$ cat config.mk
export PLATFORM = sky130hd
export DESIGN_NAME = ethernet_ipv4_arp_header_filter_unit_flat
export DESIGN_NICKNAME = d
export VERILOG_FILES = /design/src/sv/eiahf_pkg.sv /design/src/sv/eiahf_if.sv /design/src/sv/ethernet_ipv4_arp_header_filter_unit.sv /design/src/flat_wrapper.sv
export SDC_FILE = /design/constraint.sdc
export NUM_CORES = 1
export LEC_CHECK = 0
export BUFFER_PORTS_ARGS = -buffer_cell sky130_fd_sc_hd__buf_4
export CAP_MARGIN = 20
export CORE_UTILIZATION = 52
export DETAILED_ROUTE_END_ITERATION = 16
export MAX_ROUTING_LAYER = met4
export PLACE_DENSITY = 0.75
export SLEW_MARGIN = 5
export SYNTH_ARGS = -nofsm -noshare
export SYNTH_HDL_FRONTEND = slang
export SYNTH_SLANG_ARGS = --single-unit
$ cat constraint.sdc
create_clock -name clk -period 6.9 [get_ports clk]
set_input_delay 0.69 -clock clk [delete_from_list [all_inputs] [get_ports clk]]
set_output_delay 0.69 -clock clk [all_outputs]
set_load 0.05 [all_outputs]
$ cat src/sv/eiahf_pkg.sv
// ----------------------------------------------------------------------------
// eiahf_pkg
// shared types and constants for the ethernet ipv4/arp header filter
// ----------------------------------------------------------------------------
package eiahf_pkg;

  typedef logic [5:0]  pos_t;
  typedef logic [2:0]  kind_t;
  typedef logic [1:0]  cfg_idx_t;
  typedef logic [31:0] cfg_data_t;

  // configuration register indexes
  localparam cfg_idx_t REG_IP_FILTER_ENABLE  = 2'd0;
  localparam cfg_idx_t REG_IP_FILTER_ADDRESS = 2'd1;
  localparam cfg_idx_t REG_FILTER_MODE       = 2'd2;
  localparam cfg_idx_t REG_FILTER_PROTOCOL   = 2'd3;

  // filter modes
  localparam logic [1:0] MODE_NONE       = 2'd0;
  localparam logic [1:0] MODE_IPV4       = 2'd1;
  localparam logic [1:0] MODE_ARP        = 2'd2;
  localparam logic [1:0] MODE_IPV4_PROTO = 2'd3;

  // result kinds
  localparam kind_t KIND_MAC       = 3'd0;
  localparam kind_t KIND_TCP       = 3'd1;
  localparam kind_t KIND_UDP       = 3'd2;
  localparam kind_t KIND_ICMP      = 3'd3;
  localparam kind_t KIND_IPV4      = 3'd4;
  localparam kind_t KIND_ARP       = 3'd5;
  localparam kind_t KIND_TRUNCATED = 3'd6;

  localparam logic [15:0] ETHERTYPE_IPV4 = 16'h0800;
  localparam logic [15:0] ETHERTYPE_ARP  = 16'h0806;
  localparam logic [7:0]  PROTO_ICMP     = 8'd1;
  localparam logic [7:0]  PROTO_TCP      = 8'd6;
  localparam logic [7:0]  PROTO_UDP      = 8'd17;

  // byte positions within the frame
  localparam pos_t POS_SRC_MAC    = 6'd6;
  localparam pos_t POS_ETHERTYPE  = 6'd12;
  localparam pos_t POS_PAYLOAD    = 6'd14;
  localparam pos_t POS_IP_PROTO   = 6'd23;
  localparam pos_t POS_IP_SRC     = 6'd26;
  localparam pos_t POS_IP_DST     = 6'd30;
  localparam pos_t POS_SRC_PORT   = 6'd34;
  localparam pos_t POS_DST_PORT   = 6'd36;
  localparam pos_t POS_PORTS_END  = 6'd38;
  localparam pos_t POS_ARP_FIELDS_END = 6'd22;
  localparam pos_t POS_ARP_SENDER = 6'd28;
  localparam pos_t POS_ARP_TARGET = 6'd38;
  localparam pos_t POS_ARP_END    = 6'd42;
  localparam pos_t POS_MAX        = 6'd63;

  // minimum frame lengths
  localparam pos_t LEN_ETH      = 6'd14;
  localparam pos_t LEN_IP_PROTO = 6'd24;
  localparam pos_t LEN_IP_ADDR  = 6'd34;
  localparam pos_t LEN_IP_PORTS = 6'd38;
  localparam pos_t LEN_ARP      = 6'd42;

endpackage

$ cat src/sv/eiahf_if.sv
// ----------------------------------------------------------------------------
// eiahf channel interfaces
// valid/ready channels for frame bytes in and header results out
// ----------------------------------------------------------------------------
interface eiahf_in_if;
  logic       valid;
  logic       ready;
  logic [7:0] frame_byte;
  logic       last_byte;

  modport source (output valid, output frame_byte, output last_byte, input ready);
  modport sink   (input valid, input frame_byte, input last_byte, output ready);
endinterface

interface eiahf_out_if;
  logic                 valid;
  logic                 ready;
  logic                 pass;
  eiahf_pkg::kind_t     kind;
  logic [47:0]          dest_mac;
  logic [47:0]          source_mac;
  logic [31:0]          source_ip;
  logic [31:0]          dest_ip;
  logic [15:0]          source_port;
  logic [15:0]          dest_port;
  logic [15:0]          arp_hardware_type;
  logic [15:0]          arp_protocol_type;
  logic [15:0]          arp_address_lengths;
  logic [15:0]          arp_opcode;

  modport source (
    output valid, output pass, output kind, output dest_mac, output source_mac,
    output source_ip, output dest_ip, output source_port, output dest_port,
    output arp_hardware_type, output arp_protocol_type,
    output arp_address_lengths, output arp_opcode,
    input ready
  );
  modport sink (
    input valid, input pass, input kind, input dest_mac, input source_mac,
    input source_ip, input dest_ip, input source_port, input dest_port,
    input arp_hardware_type, input arp_protocol_type,
    input arp_address_lengths, input arp_opcode,
    output ready
  );
endinterface

$ cat src/sv/ethernet_ipv4_arp_header_filter_unit.sv
// ----------------------------------------------------------------------------
// ethernet_ipv4_arp_header_filter_unit
// parses ethernet/ipv4/arp headers from a byte stream and flags each frame
// ----------------------------------------------------------------------------
// the result is registered: it shows on the output in the cycle after the last byte
// throughput: one byte per cycle, limited only by the single result register
// reset (rst_n, synchronous): frame captures, byte position, filter
// registers and output valid all go to zero
// ----------------------------------------------------------------------------
module ethernet_ipv4_arp_header_filter_unit (
  input  logic                  clk,
  input  logic                  rst_n,
  eiahf_in_if.sink              in_chan,
  eiahf_out_if.source           out_chan,
  input  logic                  cfg_wr_en,
  input  eiahf_pkg::cfg_idx_t   cfg_index,
  input  eiahf_pkg::cfg_data_t  cfg_wr_data
);

  // filter registers
  logic        ip_filter_enable_r;
  logic [31:0] ip_filter_address_r;
  logic [1:0]  filter_mode_r;
  logic [7:0]  filter_protocol_r;

  // frame capture state
  eiahf_pkg::pos_t pos_r, pos_nxt, pos_inc;
  logic [47:0] dest_mac_r, dest_mac_nxt;
  logic [47:0] source_mac_r, source_mac_nxt;
  logic [15:0] ethertype_r, ethertype_nxt;
  logic [7:0]  ip_proto_r, ip_proto_nxt;
  logic [31:0] source_ip_r, source_ip_nxt;
  logic [31:0] dest_ip_r, dest_ip_nxt;
  logic [15:0] source_port_r, source_port_nxt;
  logic [15:0] dest_port_r, dest_port_nxt;
  logic [63:0] arp_fields_r, arp_fields_nxt;

  // result register
  logic              out_valid_r, out_valid_nxt;
  logic              pass_r;
  eiahf_pkg::kind_t  kind_r;
  logic [47:0]       o_dest_mac_r, o_source_mac_r;
  logic [31:0]       o_source_ip_r, o_dest_ip_r;
  logic [15:0]       o_source_port_r, o_dest_port_r;
  logic [63:0]       o_arp_r;

  logic              in_acc;
  logic              frame_end;
  logic [7:0]        b;
  eiahf_pkg::kind_t  kind_c;
  logic              is_ip, is_arp, pass_c;
  logic              keep_mac, keep_ports;

  // an output register parts the two sides: a new byte is taken whenever the
  // result slot is free or being drained this cycle
  assign in_chan.ready = !out_valid_r || out_chan.ready;
  assign in_acc        = in_chan.valid && in_chan.ready;
  assign frame_end     = in_acc && in_chan.last_byte;
  assign b             = in_chan.frame_byte;

  // configuration writes
  always_ff @(posedge clk) begin
    if (!rst_n) begin
      ip_filter_enable_r  <= 1'b0;
      ip_filter_address_r <= '0;
      filter_mode_r       <= eiahf_pkg::MODE_NONE;
      filter_protocol_r   <= '0;
    end else if (cfg_wr_en) begin
      unique case (cfg_index)
        eiahf_pkg::REG_IP_FILTER_ENABLE:  ip_filter_enable_r  <= cfg_wr_data[0];
        eiahf_pkg::REG_IP_FILTER_ADDRESS: ip_filter_address_r <= cfg_wr_data;
        eiahf_pkg::REG_FILTER_MODE:       filter_mode_r       <= cfg_wr_data[1:0];
        eiahf_pkg::REG_FILTER_PROTOCOL:   filter_protocol_r   <= cfg_wr_data[7:0];
        default: ;
      endcase
    end
  end

  // byte capture: each field shifts in its bytes, first byte most significant
  assign pos_inc = (pos_r == eiahf_pkg::POS_MAX) ? pos_r : pos_r + 6'd1;

  always_comb begin
    dest_mac_nxt    = dest_mac_r;
    source_mac_nxt  = source_mac_r;
    ethertype_nxt   = ethertype_r;
    ip_proto_nxt    = ip_proto_r;
    source_ip_nxt   = source_ip_r;
    dest_ip_nxt     = dest_ip_r;
    source_port_nxt = source_port_r;
    dest_port_nxt   = dest_port_r;
    arp_fields_nxt  = arp_fields_r;
    pos_nxt         = pos_r;
    if (in_acc) begin
      pos_nxt = pos_inc;
      if (pos_r < eiahf_pkg::POS_SRC_MAC) begin
        dest_mac_nxt = {dest_mac_r[39:0], b};
      end else if (pos_r < eiahf_pkg::POS_ETHERTYPE) begin
        source_mac_nxt = {source_mac_r[39:0], b};
      end else if (pos_r < eiahf_pkg::POS_PAYLOAD) begin
        ethertype_nxt = {ethertype_r[7:0], b};
      end else if (ethertype_r == eiahf_pkg::ETHERTYPE_IPV4) begin
        if (pos_r == eiahf_pkg::POS_IP_PROTO) begin
          ip_proto_nxt = b;
        end else if (pos_r >= eiahf_pkg::POS_IP_SRC && pos_r < eiahf_pkg::POS_IP_DST) begin
          source_ip_nxt = {source_ip_r[23:0], b};
        end else if (pos_r >= eiahf_pkg::POS_IP_DST && pos_r < eiahf_pkg::POS_SRC_PORT) begin
          dest_ip_nxt = {dest_ip_r[23:0], b};
        end else if (pos_r >= eiahf_pkg::POS_SRC_PORT && pos_r < eiahf_pkg::POS_DST_PORT) begin
          source_port_nxt = {source_port_r[7:0], b};
        end else if (pos_r >= eiahf_pkg::POS_DST_PORT && pos_r < eiahf_pkg::POS_PORTS_END) begin
          dest_port_nxt = {dest_port_r[7:0], b};
        end
      end else if (ethertype_r == eiahf_pkg::ETHERTYPE_ARP) begin
        // hardware type, protocol type, both lengths and opcode
        if (pos_r < eiahf_pkg::POS_ARP_FIELDS_END) begin
          arp_fields_nxt = {arp_fields_r[55:0], b};
        end else if (pos_r >= eiahf_pkg::POS_ARP_SENDER &&
                     pos_r < eiahf_pkg::POS_ARP_SENDER + 6'd4) begin
          source_ip_nxt = {source_ip_r[23:0], b};
        end else if (pos_r >= eiahf_pkg::POS_ARP_TARGET &&
                     pos_r < eiahf_pkg::POS_ARP_END) begin
          dest_ip_nxt = {dest_ip_r[23:0], b};
        end
      end
    end
  end

  // classify the frame from the captures as they stand after the last byte
  always_comb begin
    if (pos_nxt < eiahf_pkg::LEN_ETH) begin
      kind_c = eiahf_pkg::KIND_TRUNCATED;
    end else if (ethertype_nxt == eiahf_pkg::ETHERTYPE_IPV4) begin
      if (pos_nxt < eiahf_pkg::LEN_IP_PROTO) begin
        kind_c = eiahf_pkg::KIND_TRUNCATED;
      end else if (ip_proto_nxt == eiahf_pkg::PROTO_TCP ||
                   ip_proto_nxt == eiahf_pkg::PROTO_UDP) begin
        if (pos_nxt < eiahf_pkg::LEN_IP_PORTS)
          kind_c = eiahf_pkg::KIND_TRUNCATED;
        else if (ip_proto_nxt == eiahf_pkg::PROTO_TCP)
          kind_c = eiahf_pkg::KIND_TCP;
        else
          kind_c = eiahf_pkg::KIND_UDP;
      end else if (pos_nxt < eiahf_pkg::LEN_IP_ADDR) begin
        kind_c = eiahf_pkg::KIND_TRUNCATED;
      end else if (ip_proto_nxt == eiahf_pkg::PROTO_ICMP) begin
        kind_c = eiahf_pkg::KIND_ICMP;
      end else begin
        kind_c = eiahf_pkg::KIND_IPV4;
      end
    end else if (ethertype_nxt == eiahf_pkg::ETHERTYPE_ARP) begin
      kind_c = (pos_nxt < eiahf_pkg::LEN_ARP) ? eiahf_pkg::KIND_TRUNCATED
                                               : eiahf_pkg::KIND_ARP;
    end else begin
      kind_c = eiahf_pkg::KIND_MAC;
    end
  end

  assign is_ip  = (kind_c == eiahf_pkg::KIND_TCP) || (kind_c == eiahf_pkg::KIND_UDP) ||
                  (kind_c == eiahf_pkg::KIND_ICMP) || (kind_c == eiahf_pkg::KIND_IPV4);
  assign is_arp = (kind_c == eiahf_pkg::KIND_ARP);

  // which parts of the result belong to the kind
  assign keep_mac   = (kind_c != eiahf_pkg::KIND_TRUNCATED);
  assign keep_ports = (kind_c == eiahf_pkg::KIND_TCP) || (kind_c == eiahf_pkg::KIND_UDP);

  // address filter touches only ip and arp frames; mode filter on top of it
  always_comb begin
    pass_c = 1'b1;
    if ((is_ip || is_arp) && ip_filter_enable_r &&
        source_ip_nxt != ip_filter_address_r && dest_ip_nxt != ip_filter_address_r)
      pass_c = 1'b0;
    case (filter_mode_r)
      eiahf_pkg::MODE_IPV4:       if (!is_ip) pass_c = 1'b0;
      eiahf_pkg::MODE_ARP:        if (!is_arp) pass_c = 1'b0;
      eiahf_pkg::MODE_IPV4_PROTO: if (!is_ip || ip_proto_nxt != filter_protocol_r) pass_c = 1'b0;
      default: ;
    endcase
    if (kind_c == eiahf_pkg::KIND_TRUNCATED)
      pass_c = 1'b0;
  end

  // frame state: cleared at reset and at the end of every frame
  always_ff @(posedge clk) begin
    if (!rst_n || frame_end) begin
      pos_r         <= '0;
      dest_mac_r    <= '0;
      source_mac_r  <= '0;
      ethertype_r   <= '0;
      ip_proto_r    <= '0;
      source_ip_r   <= '0;
      dest_ip_r     <= '0;
      source_port_r <= '0;
      dest_port_r   <= '0;
      arp_fields_r  <= '0;
    end else begin
      pos_r         <= pos_nxt;
      dest_mac_r    <= dest_mac_nxt;
      source_mac_r  <= source_mac_nxt;
      ethertype_r   <= ethertype_nxt;
      ip_proto_r    <= ip_proto_nxt;
      source_ip_r   <= source_ip_nxt;
      dest_ip_r     <= dest_ip_nxt;
      source_port_r <= source_port_nxt;
      dest_port_r   <= dest_port_nxt;
      arp_fields_r  <= arp_fields_nxt;
    end
  end

  // result register valid
  always_comb begin
    if (frame_end)
      out_valid_nxt = 1'b1;
    else if (out_chan.ready)
      out_valid_nxt = 1'b0;
    else
      out_valid_nxt = out_valid_r;
  end

  always_ff @(posedge clk) begin
    if (!rst_n)
      out_valid_r <= 1'b0;
    else
      out_valid_r <= out_valid_nxt;
  end

  // result payload: fields that do not belong to the kind read as zero,
  // a truncated frame carries only its kind
  always_ff @(posedge clk) begin
    if (frame_end) begin
      pass_r          <= pass_c;
      kind_r          <= kind_c;
      o_dest_mac_r    <= keep_mac ? dest_mac_nxt : '0;
      o_source_mac_r  <= keep_mac ? source_mac_nxt : '0;
      o_source_ip_r   <= (is_ip || is_arp) ? source_ip_nxt : '0;
      o_dest_ip_r     <= (is_ip || is_arp) ? dest_ip_nxt : '0;
      o_source_port_r <= keep_ports ? source_port_nxt : '0;
      o_dest_port_r   <= keep_ports ? dest_port_nxt : '0;
      o_arp_r         <= is_arp ? arp_fields_nxt : '0;
    end
  end

  assign out_chan.valid               = out_valid_r;
  assign out_chan.pass                = pass_r;
  assign out_chan.kind                = kind_r;
  assign out_chan.dest_mac            = o_dest_mac_r;
  assign out_chan.source_mac          = o_source_mac_r;
  assign out_chan.source_ip           = o_source_ip_r;
  assign out_chan.dest_ip             = o_dest_ip_r;
  assign out_chan.source_port         = o_source_port_r;
  assign out_chan.dest_port           = o_dest_port_r;
  assign out_chan.arp_hardware_type   = o_arp_r[63:48];
  assign out_chan.arp_protocol_type   = o_arp_r[47:32];
  assign out_chan.arp_address_lengths = o_arp_r[31:16];
  assign out_chan.arp_opcode          = o_arp_r[15:0];

endmodule

$ cat src/flat_wrapper.sv
// flat-port wrapper written by rule: the top's interface ports become plain ports
module ethernet_ipv4_arp_header_filter_unit_flat 
  (clk, rst_n, cfg_wr_en, cfg_index, cfg_wr_data, in_chan_valid, in_chan_frame_byte, in_chan_last_byte, in_chan_ready, out_chan_valid, out_chan_pass, out_chan_kind, out_chan_dest_mac, out_chan_source_mac, out_chan_source_ip, out_chan_dest_ip, out_chan_source_port, out_chan_dest_port, out_chan_arp_hardware_type, out_chan_arp_protocol_type, out_chan_arp_address_lengths, out_chan_arp_opcode, out_chan_ready);
  eiahf_in_if in_chan_i ();
  eiahf_out_if out_chan_i ();
  input  logic clk;
  input  logic rst_n;
  input  logic cfg_wr_en;
  input  eiahf_pkg::cfg_idx_t cfg_index;
  input  eiahf_pkg::cfg_data_t cfg_wr_data;
  input wire logic [$bits(in_chan_i.valid)-1:0] in_chan_valid;
  input wire logic [$bits(in_chan_i.frame_byte)-1:0] in_chan_frame_byte;
  input wire logic [$bits(in_chan_i.last_byte)-1:0] in_chan_last_byte;
  output wire logic [$bits(in_chan_i.ready)-1:0] in_chan_ready;
  output wire logic [$bits(out_chan_i.valid)-1:0] out_chan_valid;
  output wire logic [$bits(out_chan_i.pass)-1:0] out_chan_pass;
  output wire logic [$bits(out_chan_i.kind)-1:0] out_chan_kind;
  output wire logic [$bits(out_chan_i.dest_mac)-1:0] out_chan_dest_mac;
  output wire logic [$bits(out_chan_i.source_mac)-1:0] out_chan_source_mac;
  output wire logic [$bits(out_chan_i.source_ip)-1:0] out_chan_source_ip;
  output wire logic [$bits(out_chan_i.dest_ip)-1:0] out_chan_dest_ip;
  output wire logic [$bits(out_chan_i.source_port)-1:0] out_chan_source_port;
  output wire logic [$bits(out_chan_i.dest_port)-1:0] out_chan_dest_port;
  output wire logic [$bits(out_chan_i.arp_hardware_type)-1:0] out_chan_arp_hardware_type;
  output wire logic [$bits(out_chan_i.arp_protocol_type)-1:0] out_chan_arp_protocol_type;
  output wire logic [$bits(out_chan_i.arp_address_lengths)-1:0] out_chan_arp_address_lengths;
  output wire logic [$bits(out_chan_i.arp_opcode)-1:0] out_chan_arp_opcode;
  input wire logic [$bits(out_chan_i.ready)-1:0] out_chan_ready;
  assign in_chan_i.valid = in_chan_valid;
  assign in_chan_i.frame_byte = in_chan_frame_byte;
  assign in_chan_i.last_byte = in_chan_last_byte;
  assign in_chan_ready = in_chan_i.ready;
  assign out_chan_valid = out_chan_i.valid;
  assign out_chan_pass = out_chan_i.pass;
  assign out_chan_kind = out_chan_i.kind;
  assign out_chan_dest_mac = out_chan_i.dest_mac;
  assign out_chan_source_mac = out_chan_i.source_mac;
  assign out_chan_source_ip = out_chan_i.source_ip;
  assign out_chan_dest_ip = out_chan_i.dest_ip;
  assign out_chan_source_port = out_chan_i.source_port;
  assign out_chan_dest_port = out_chan_i.dest_port;
  assign out_chan_arp_hardware_type = out_chan_i.arp_hardware_type;
  assign out_chan_arp_protocol_type = out_chan_i.arp_protocol_type;
  assign out_chan_arp_address_lengths = out_chan_i.arp_address_lengths;
  assign out_chan_arp_opcode = out_chan_i.arp_opcode;
  assign out_chan_i.ready = out_chan_ready;
  ethernet_ipv4_arp_header_filter_unit u_core (.clk(clk), .rst_n(rst_n), .in_chan(in_chan_i), .out_chan(out_chan_i), .cfg_wr_en(cfg_wr_en), .cfg_index(cfg_index), .cfg_wr_data(cfg_wr_data));
endmodule
# Word level (Yosys, flattened, before mapping)
# Cells that the tools add are included.
[word_totals] latch_bits=0 mem_count=0 ram_bits=0 rom_bits=0 inputBits=48 reg_bits=590 output_inout_bits=262
[classes] div_mod_pow=0 shift=0 n_eq_ne=25 multipliers=0 reduce_logical=28 mux=82 add_sub_neg=1 bitwise=0 magnitude_cmp=21
[op_table] operator="32-bit two-way mux" count=22
[op_table] operator="64-bit two-way mux" count=7
[op_table] operator="16-bit two-way mux" count=23
[op_table] operator="48-bit two-way mux" count=5
[op_table] operator="16-bit by 12-bit == test with 1-bit output (second input constant)" count=4
[op_table] operator="32-bit inequality test" count=2
[op_table] operator="6-bit less-than comparator (second input constant)" count=8
[op_table] operator="8-bit two-way mux" count=6
[op_table] operator="3-bit two-way mux" count=8
[op_table] operator="6-bit by 5-bit >= comparator with 1-bit output (second input constant)" count=3
[op_table] operator="6-bit >= comparator (second input constant)" count=3
[op_table] operator="6-bit by 4-bit less-than comparator with 1-bit output (second input constant)" count=3
[op_table] operator="6-bit by 5-bit less-than comparator with 1-bit output (second input constant)" count=3
[op_table] operator="6-bit two-way mux" count=2
[op_table] operator="1-bit logical AND" count=11
[op_table] operator="3-bit == test (second input constant)" count=3
[op_table] operator="2-bit == test (second input constant)" count=4
[op_table] operator="8-bit by 1-bit == test with 1-bit output (second input constant)" count=1
[op_table] operator="8-bit by 3-bit == test with 1-bit output (second input constant)" count=1
[op_table] operator="8-bit by 5-bit == test with 1-bit output (second input constant)" count=1
[op_table] operator="1-bit logical OR" count=8
[op_table] operator="8-bit inequality test" count=1
[op_table] operator="2-bit AND reduction" count=4
[op_table] operator="6-bit by 1-bit adder with 6-bit output (second input constant)" count=1
[op_table] operator="13 further kinds" count=23

# Logic depth before layout (Yosys ltp)
[logic_depth] ltp_word=25 ltp_mapped=13 depth_no_buf=10

# Least setup slack after synthesis
# Ideal clock, no wire load.
[synth_path] path_type="input to register" startpoint="input port out_chan_ready" endpoint="register u_core.o_arp_r[0] (enable)" path_stages=6 required_ns=6.289 path_slack_ns=-0.218 arrival_time_ns=6.507 cell_sequence="nor2b_1 -> inv_2 -> and2_1 -> clkbuf_1 -> nand2_1 -> inv_1"
[synth_between] elab_chain_cells=3
[synth_lines] item="start: declaration" line_no="flat_wrapper.sv:28" source="input wire logic [$bits(out_chan_i.ready)-1:0] out_chan_ready;"
[synth_lines] item="1-bit logical OR" line_no="ethernet_ipv4_arp_header_filter_unit.sv:56" source="assign in_chan.ready = !out_valid_r || out_chan.ready;"
[synth_lines] item="named net in_chan_ready" line_no="flat_wrapper.sv:14" source="output wire logic [$bits(in_chan_i.ready)-1:0] in_chan_ready;"
[synth_lines] item="1-bit logical AND" line_no="ethernet_ipv4_arp_header_filter_unit.sv:57" source="assign in_acc = in_chan.valid && in_chan.ready;"
[synth_lines] item="1-bit logical AND" line_no="ethernet_ipv4_arp_header_filter_unit.sv:58" source="assign frame_end = in_acc && in_chan.last_byte;"
[synth_lines] item="named net u_core.frame_end" line_no="ethernet_ipv4_arp_header_filter_unit.sv:48" source="logic frame_end;"
[synth_lines] item="end signal: assignment" line_no="ethernet_ipv4_arp_header_filter_unit.sv:238" source="o_arp_r <= is_arp ? arp_fields_nxt : '0;"
[synth_lines] item="end: declaration" line_no="ethernet_ipv4_arp_header_filter_unit.sv:45" source="logic [63:0] o_arp_r;"
# The timed path passes the listed nets, and every way through them passes these cells.
# A chain may end at the register's enable or synchronous reset.

# Worst setup path after layout
[layout_path] startpoint="register u_core.pos_r[1]" endpoint="register u_core.o_dest_ip_r[9], in the netlist u_core.out_chan.dest_ip[9], data pin"
[layout_between] elab_chain_cells=19
[layout_lines] item="start: declaration" line_no="ethernet_ipv4_arp_header_filter_unit.sv:27" source="eiahf_pkg::pos_t pos_r, pos_nxt, pos_inc;"
[layout_lines] item="start signal: assignment" line_no="ethernet_ipv4_arp_header_filter_unit.sv:196" source="pos_r <= pos_nxt;"
[layout_lines] item="branches (longest 19 deep; another with 6-bit by 4-bit less-than comparator with 1-bit output)"
[layout_lines] item="end signal: assignment" line_no="ethernet_ipv4_arp_header_filter_unit.sv:235" source="o_dest_ip_r <= (is_ip || is_arp) ? dest_ip_nxt : '0;"
[layout_lines] item="end: declaration" line_no="ethernet_ipv4_arp_header_filter_unit.sv:43" source="logic [31:0] o_source_ip_r, o_dest_ip_r;"
# Several ways; the timed one is not identified.

==> results.py <==
metrics = {
    "run_status": {
        "status": "completed",
    },
    "worst_setup_path": {
        "crit_path_start_kind": "register",
        "required_ps": 7230,
        "path_max_fanout": 33,
        "cp_cell_sequence": "ha_1 > nand4_1 > nor3_2 > mux2_2 > o31ai_2 > xor2_1 > a22o_1 > and2_2 > buf_4 > nor2_1",
        "path_buf_inv": 1,
        "crit_end": "u_core.out_chan.dest_ip[9]",
        "crit_type": "register to register",
        "reg2reg_from": "u_core.pos_r[1]",
        "reg2reg_setup_slack_ps": 2240,
        "startpoint": "u_core.pos_r[1]",
        "reg2reg_depth": 10,
        "cp_slowest_cell": "nor3_2",
        "end_kind": "register",
        "cp.depth": 10,
        "crit_family": "simple AND/OR/NAND/NOR gates",
        "critPathMaxStageDelay_ps": 780,
        "crit_arrival_ps": 4990,
        "r2r-end": "u_core.out_chan.dest_ip[9]",
    },
    "die": {
        "die_w_um": 213.5,
        "coreArea_um2": 44120,
        "ios": 310,
        "die_h_um": 213.5,
        "start_util_pct": 52.72,
        "dieArea_um2": 45580,
        "rows": 77,
    },
    "min_path": {
        "hp-class": "input port to register",
    },
    "sta": {
        "finalSetupTns_ps": 0,
        "worst_pin_slew_ps": 1135,
        "fin_crit_ps": 4663,
        "hold_viol": 0,
        "whs_ps": 347.3,
        "drv_slew": 0,
        "slew_headroom_pct": 24.28,
        "rsz0062_at_grt": "no",
        "finalSetupViolations": 0,
        "post-route-period-util_pct": 67.58,
        "max_freq_mhz": 214.5,
        "clock_skew_ps": 20.32,
        "layout_setup_ws_ps": 2237,
    },
    "global_route": {
        "grt_pass1_vias": 15670,
        "antenna_found_initial": 0,
        "grtUsageTotal_pct": 26.39,
        "grt.overflow.total": 0,
        "grt_max_degree": 186,
        "grt_pass1_wl_um": 89300,
    },
    "logic_synthesis": {
        "synth_edf_count": 260,
        "syn_avg_cell_area_um2": 11.17,
        "ys.flop_type": "dfxtp_1",
        "synth_seq_area_share_pct": 61.97,
        "yosys_warnings": 0,
        "synth.cell_area_um2": 23260,
        "synthArstFlopShare_pct": 0,
        "ys_ff_latch": 590,
        "syn_nets": 2135,
        "syn_inst": 2082,
        "ys_types": 77,
    },
    "clock_tree": {
        "cts_setup_buffers": 0,
        "cts_buffers": 57,
        "clk_latency_ps": 600,
        "clk_path_buf_depth": 3,
        "cts_root_buf": "clkbuf_16",
        "cts_sinks": 590,
        "cts_tree": "done",
        "htree_num_levels": 2,
        "clkTransAtPathRegs_ps": 60,
        "cts_repair_resize_count": 0,
        "postCtsHoldBufs": 0,
    },
    "place": {
        "port_buffers": 309,
        "gp_congestion": 0.9239,
        "dp_hpwl_um": 39650,
        "place_ws_ps": 2101,
    },
    "pwr": {
        "p_per_area_nw_per_um2": 269.8,
        "leakagePower_uw": 0.01029,
        "peakVddDrop_mv": 0.1913,
    },
    "finish": {
        "fin_util_pct": 63.34,
        "layout_commonest_cell": "nor2_1",
        "fin_nets": 2394,
        "syn_to_final_growth_pct": 20.16,
        "layout_common_cells": "nor2_1 (562), dfxtp_1 (330), buf_4 (326), mux2i_1 (276), edfxtp_1 (260)",
        "layout-drive-gt1-share_pct": 19.09,
    },
    "route": {
        "vias": 16350,
        "dr.pass1.iters": 8,
        "antenna_left": 0,
        "via_per_inst": 5.482,
        "wl_per_cell_um": 19.75,
        "drt_iter0_markers": 1406,
        "wl_um": 58910,
        "route.detailed.drc": 0,
    },
    "job": {
        "drv_cap": 0,
    },
}
==> cells by family after synthesis <==
group                      Yosys count  share of synthesized area (%)
adders and majority gates            5                         0.2689
and+or+nand+nor                    794                          14.63
xor gates and xnor gates            73                          2.749
buffers and inverters              173                          3.087
DFF                                590                          61.97
AOI/OAI and AO/OA                  164                          5.078
muxes                              283                          12.23
==> per-stage QoR <==
| step | std cells | area, µm² | power, µW |
|---|---|---|---|
| floorplan | 2082 | 23260 | 4218 |
| global placement | 2873 | 25990 | 4414 |
| detailed placement | 2874 | 25990 | 4417 |
| CTS | 2981 | 27950 | 7590 |
| global route | 2981 | 27950 | 7761 |
| finish | 2982 | 27950 | 7540 |
==> synthesized netlist by cell type, types with 3 or more instances <==
| cell type | count | area (µm²) |
|---|---|---|
| nor2_1 | 562 | 2110 |
| dfxtp_1 | 330 | 6606 |
| mux2i_1 | 276 | 2763 |
| edfxtp_1 | 260 | 7807 |
| nand2_1 | 102 | 382.9 |
| clkbuf_1 | 75 | 281.5 |
| inv_1 | 43 | 161.4 |
| xnor2_1 | 39 | 341.6 |
| a21oi_1 | 34 | 170.2 |
| xor2_1 | 34 | 297.8 |
| a21boi_0 | 33 | 247.7 |
| buf_2 | 28 | 140.1 |
| buf_1 | 21 | 78.83 |
| nor2b_1 | 20 | 125.1 |
| o22ai_1 | 20 | 125.1 |
| nand3_1 | 17 | 85.08 |
| nor4_1 | 16 | 100.1 |
| nor3_1 | 14 | 70.07 |
| nand4_1 | 11 | 68.82 |
| a221oi_1 | 10 | 87.58 |
| o21ai_0 | 10 | 50.05 |
| a2111oi_0 | 6 | 52.55 |
| and3_1 | 5 | 31.28 |
| ha_1 | 5 | 62.56 |
| mux2_2 | 5 | 56.30 |
| nor3b_1 | 5 | 37.54 |
| a31oi_1 | 4 | 25.02 |
| a41oi_1 | 4 | 35.03 |
| buf_6 | 4 | 45.04 |
| nand2b_1 | 4 | 25.02 |
| nand3b_1 | 4 | 30.03 |
| nand4b_1 | 4 | 35.03 |
| o2bb2ai_1 | 4 | 35.03 |
| a211oi_1 | 3 | 22.52 |
| and2_1 | 3 | 18.77 |
| and4_1 | 3 | 26.28 |
| nor4b_1 | 3 | 26.28 |
| o21a_1 | 3 | 22.52 |
| o221ai_1 | 3 | 26.28 |
| o31ai_1 | 3 | 22.52 |
| or3_1 | 3 | 18.77 |
==> cell type report <==
type / instances / area (µm²)
fillers: 3454 / 16170
repair buffers: 329 / 2492
clock buffers: 74 / 1602
clock inverters: 33 / 354.1
flip-flops and latches: 590 / 14410
inverters: 44 / 168.9
well taps: 592 / 740.7
diodes: 1 / 2.502
multi-input cells: 1319 / 8177
==> per-layer routing <==
metal  vias up  track usage, %  part of all wire [%]
li1       7694               -                     -
met1      8011           34.03                    43
met2       537           43.10                    49
met3       105           3.940                   5.1
met4         0           7.956                   2.7
met5         -               -                     0
==> power breakdown <==
group | total, µW | switching, µW | internal, µW
Clock | 3200 | 1330 | 1870
Combinational | 573 | 420 | 152
Sequential | 3770 | 49.0 | 3720
Total | 7540 | 1800 | 5740
==> worst min-delay path by stage <==
stage                        startpoint  depth (start not counted)                             end  slack, ps
2_1_floorplan    u_core.ethertype_r[11]                          2          u_core.ethertype_r[11]        460
3_3_place_gp     u_core.ethertype_r[11]                          2          u_core.ethertype_r[11]        470
3_5_place_dp   u_core.source_port_r[15]                          2        u_core.source_port_r[15]        480
4_1_cts                 cfg_wr_data[12]                          3  u_core.ip_filter_address_r[12]        310
5_1_grt                 cfg_wr_data[21]                          3  u_core.ip_filter_address_r[21]        350
6_report                cfg_wr_data[12]                          3  u_core.ip_filter_address_r[12]        350
==> worst reg2reg max path, stage by stage (launching register included) <==
cell	delay [ps]
dfxtp_1	650
ha_1	460
nand4_1	190
nor3_2	780
mux2_2	440
o31ai_2	350
xor2_1	190
a22o_1	180
and2_2	610
buf_4	460
nor2_1	110
==> sequential cells by signal (all words and copies together), names as in the netlist, 16 cells and up <==
signal	count
u_core.arp_fields_r	64
u_core.o_arp_r	64
u_core.dest_mac_r	48
u_core.out_chan.dest_mac	48
u_core.out_chan.source_mac	48
u_core.source_mac_r	48
u_core.dest_ip_r	32
u_core.ip_filter_address_r	32
u_core.out_chan.dest_ip	32
u_core.out_chan.source_ip	32
u_core.source_ip_r	32
u_core.dest_port_r	16
u_core.ethertype_r	16
u_core.out_chan.dest_port	16
u_core.out_chan.source_port	16
u_core.source_port_r	16
Power figures use the tool's default switching activity.
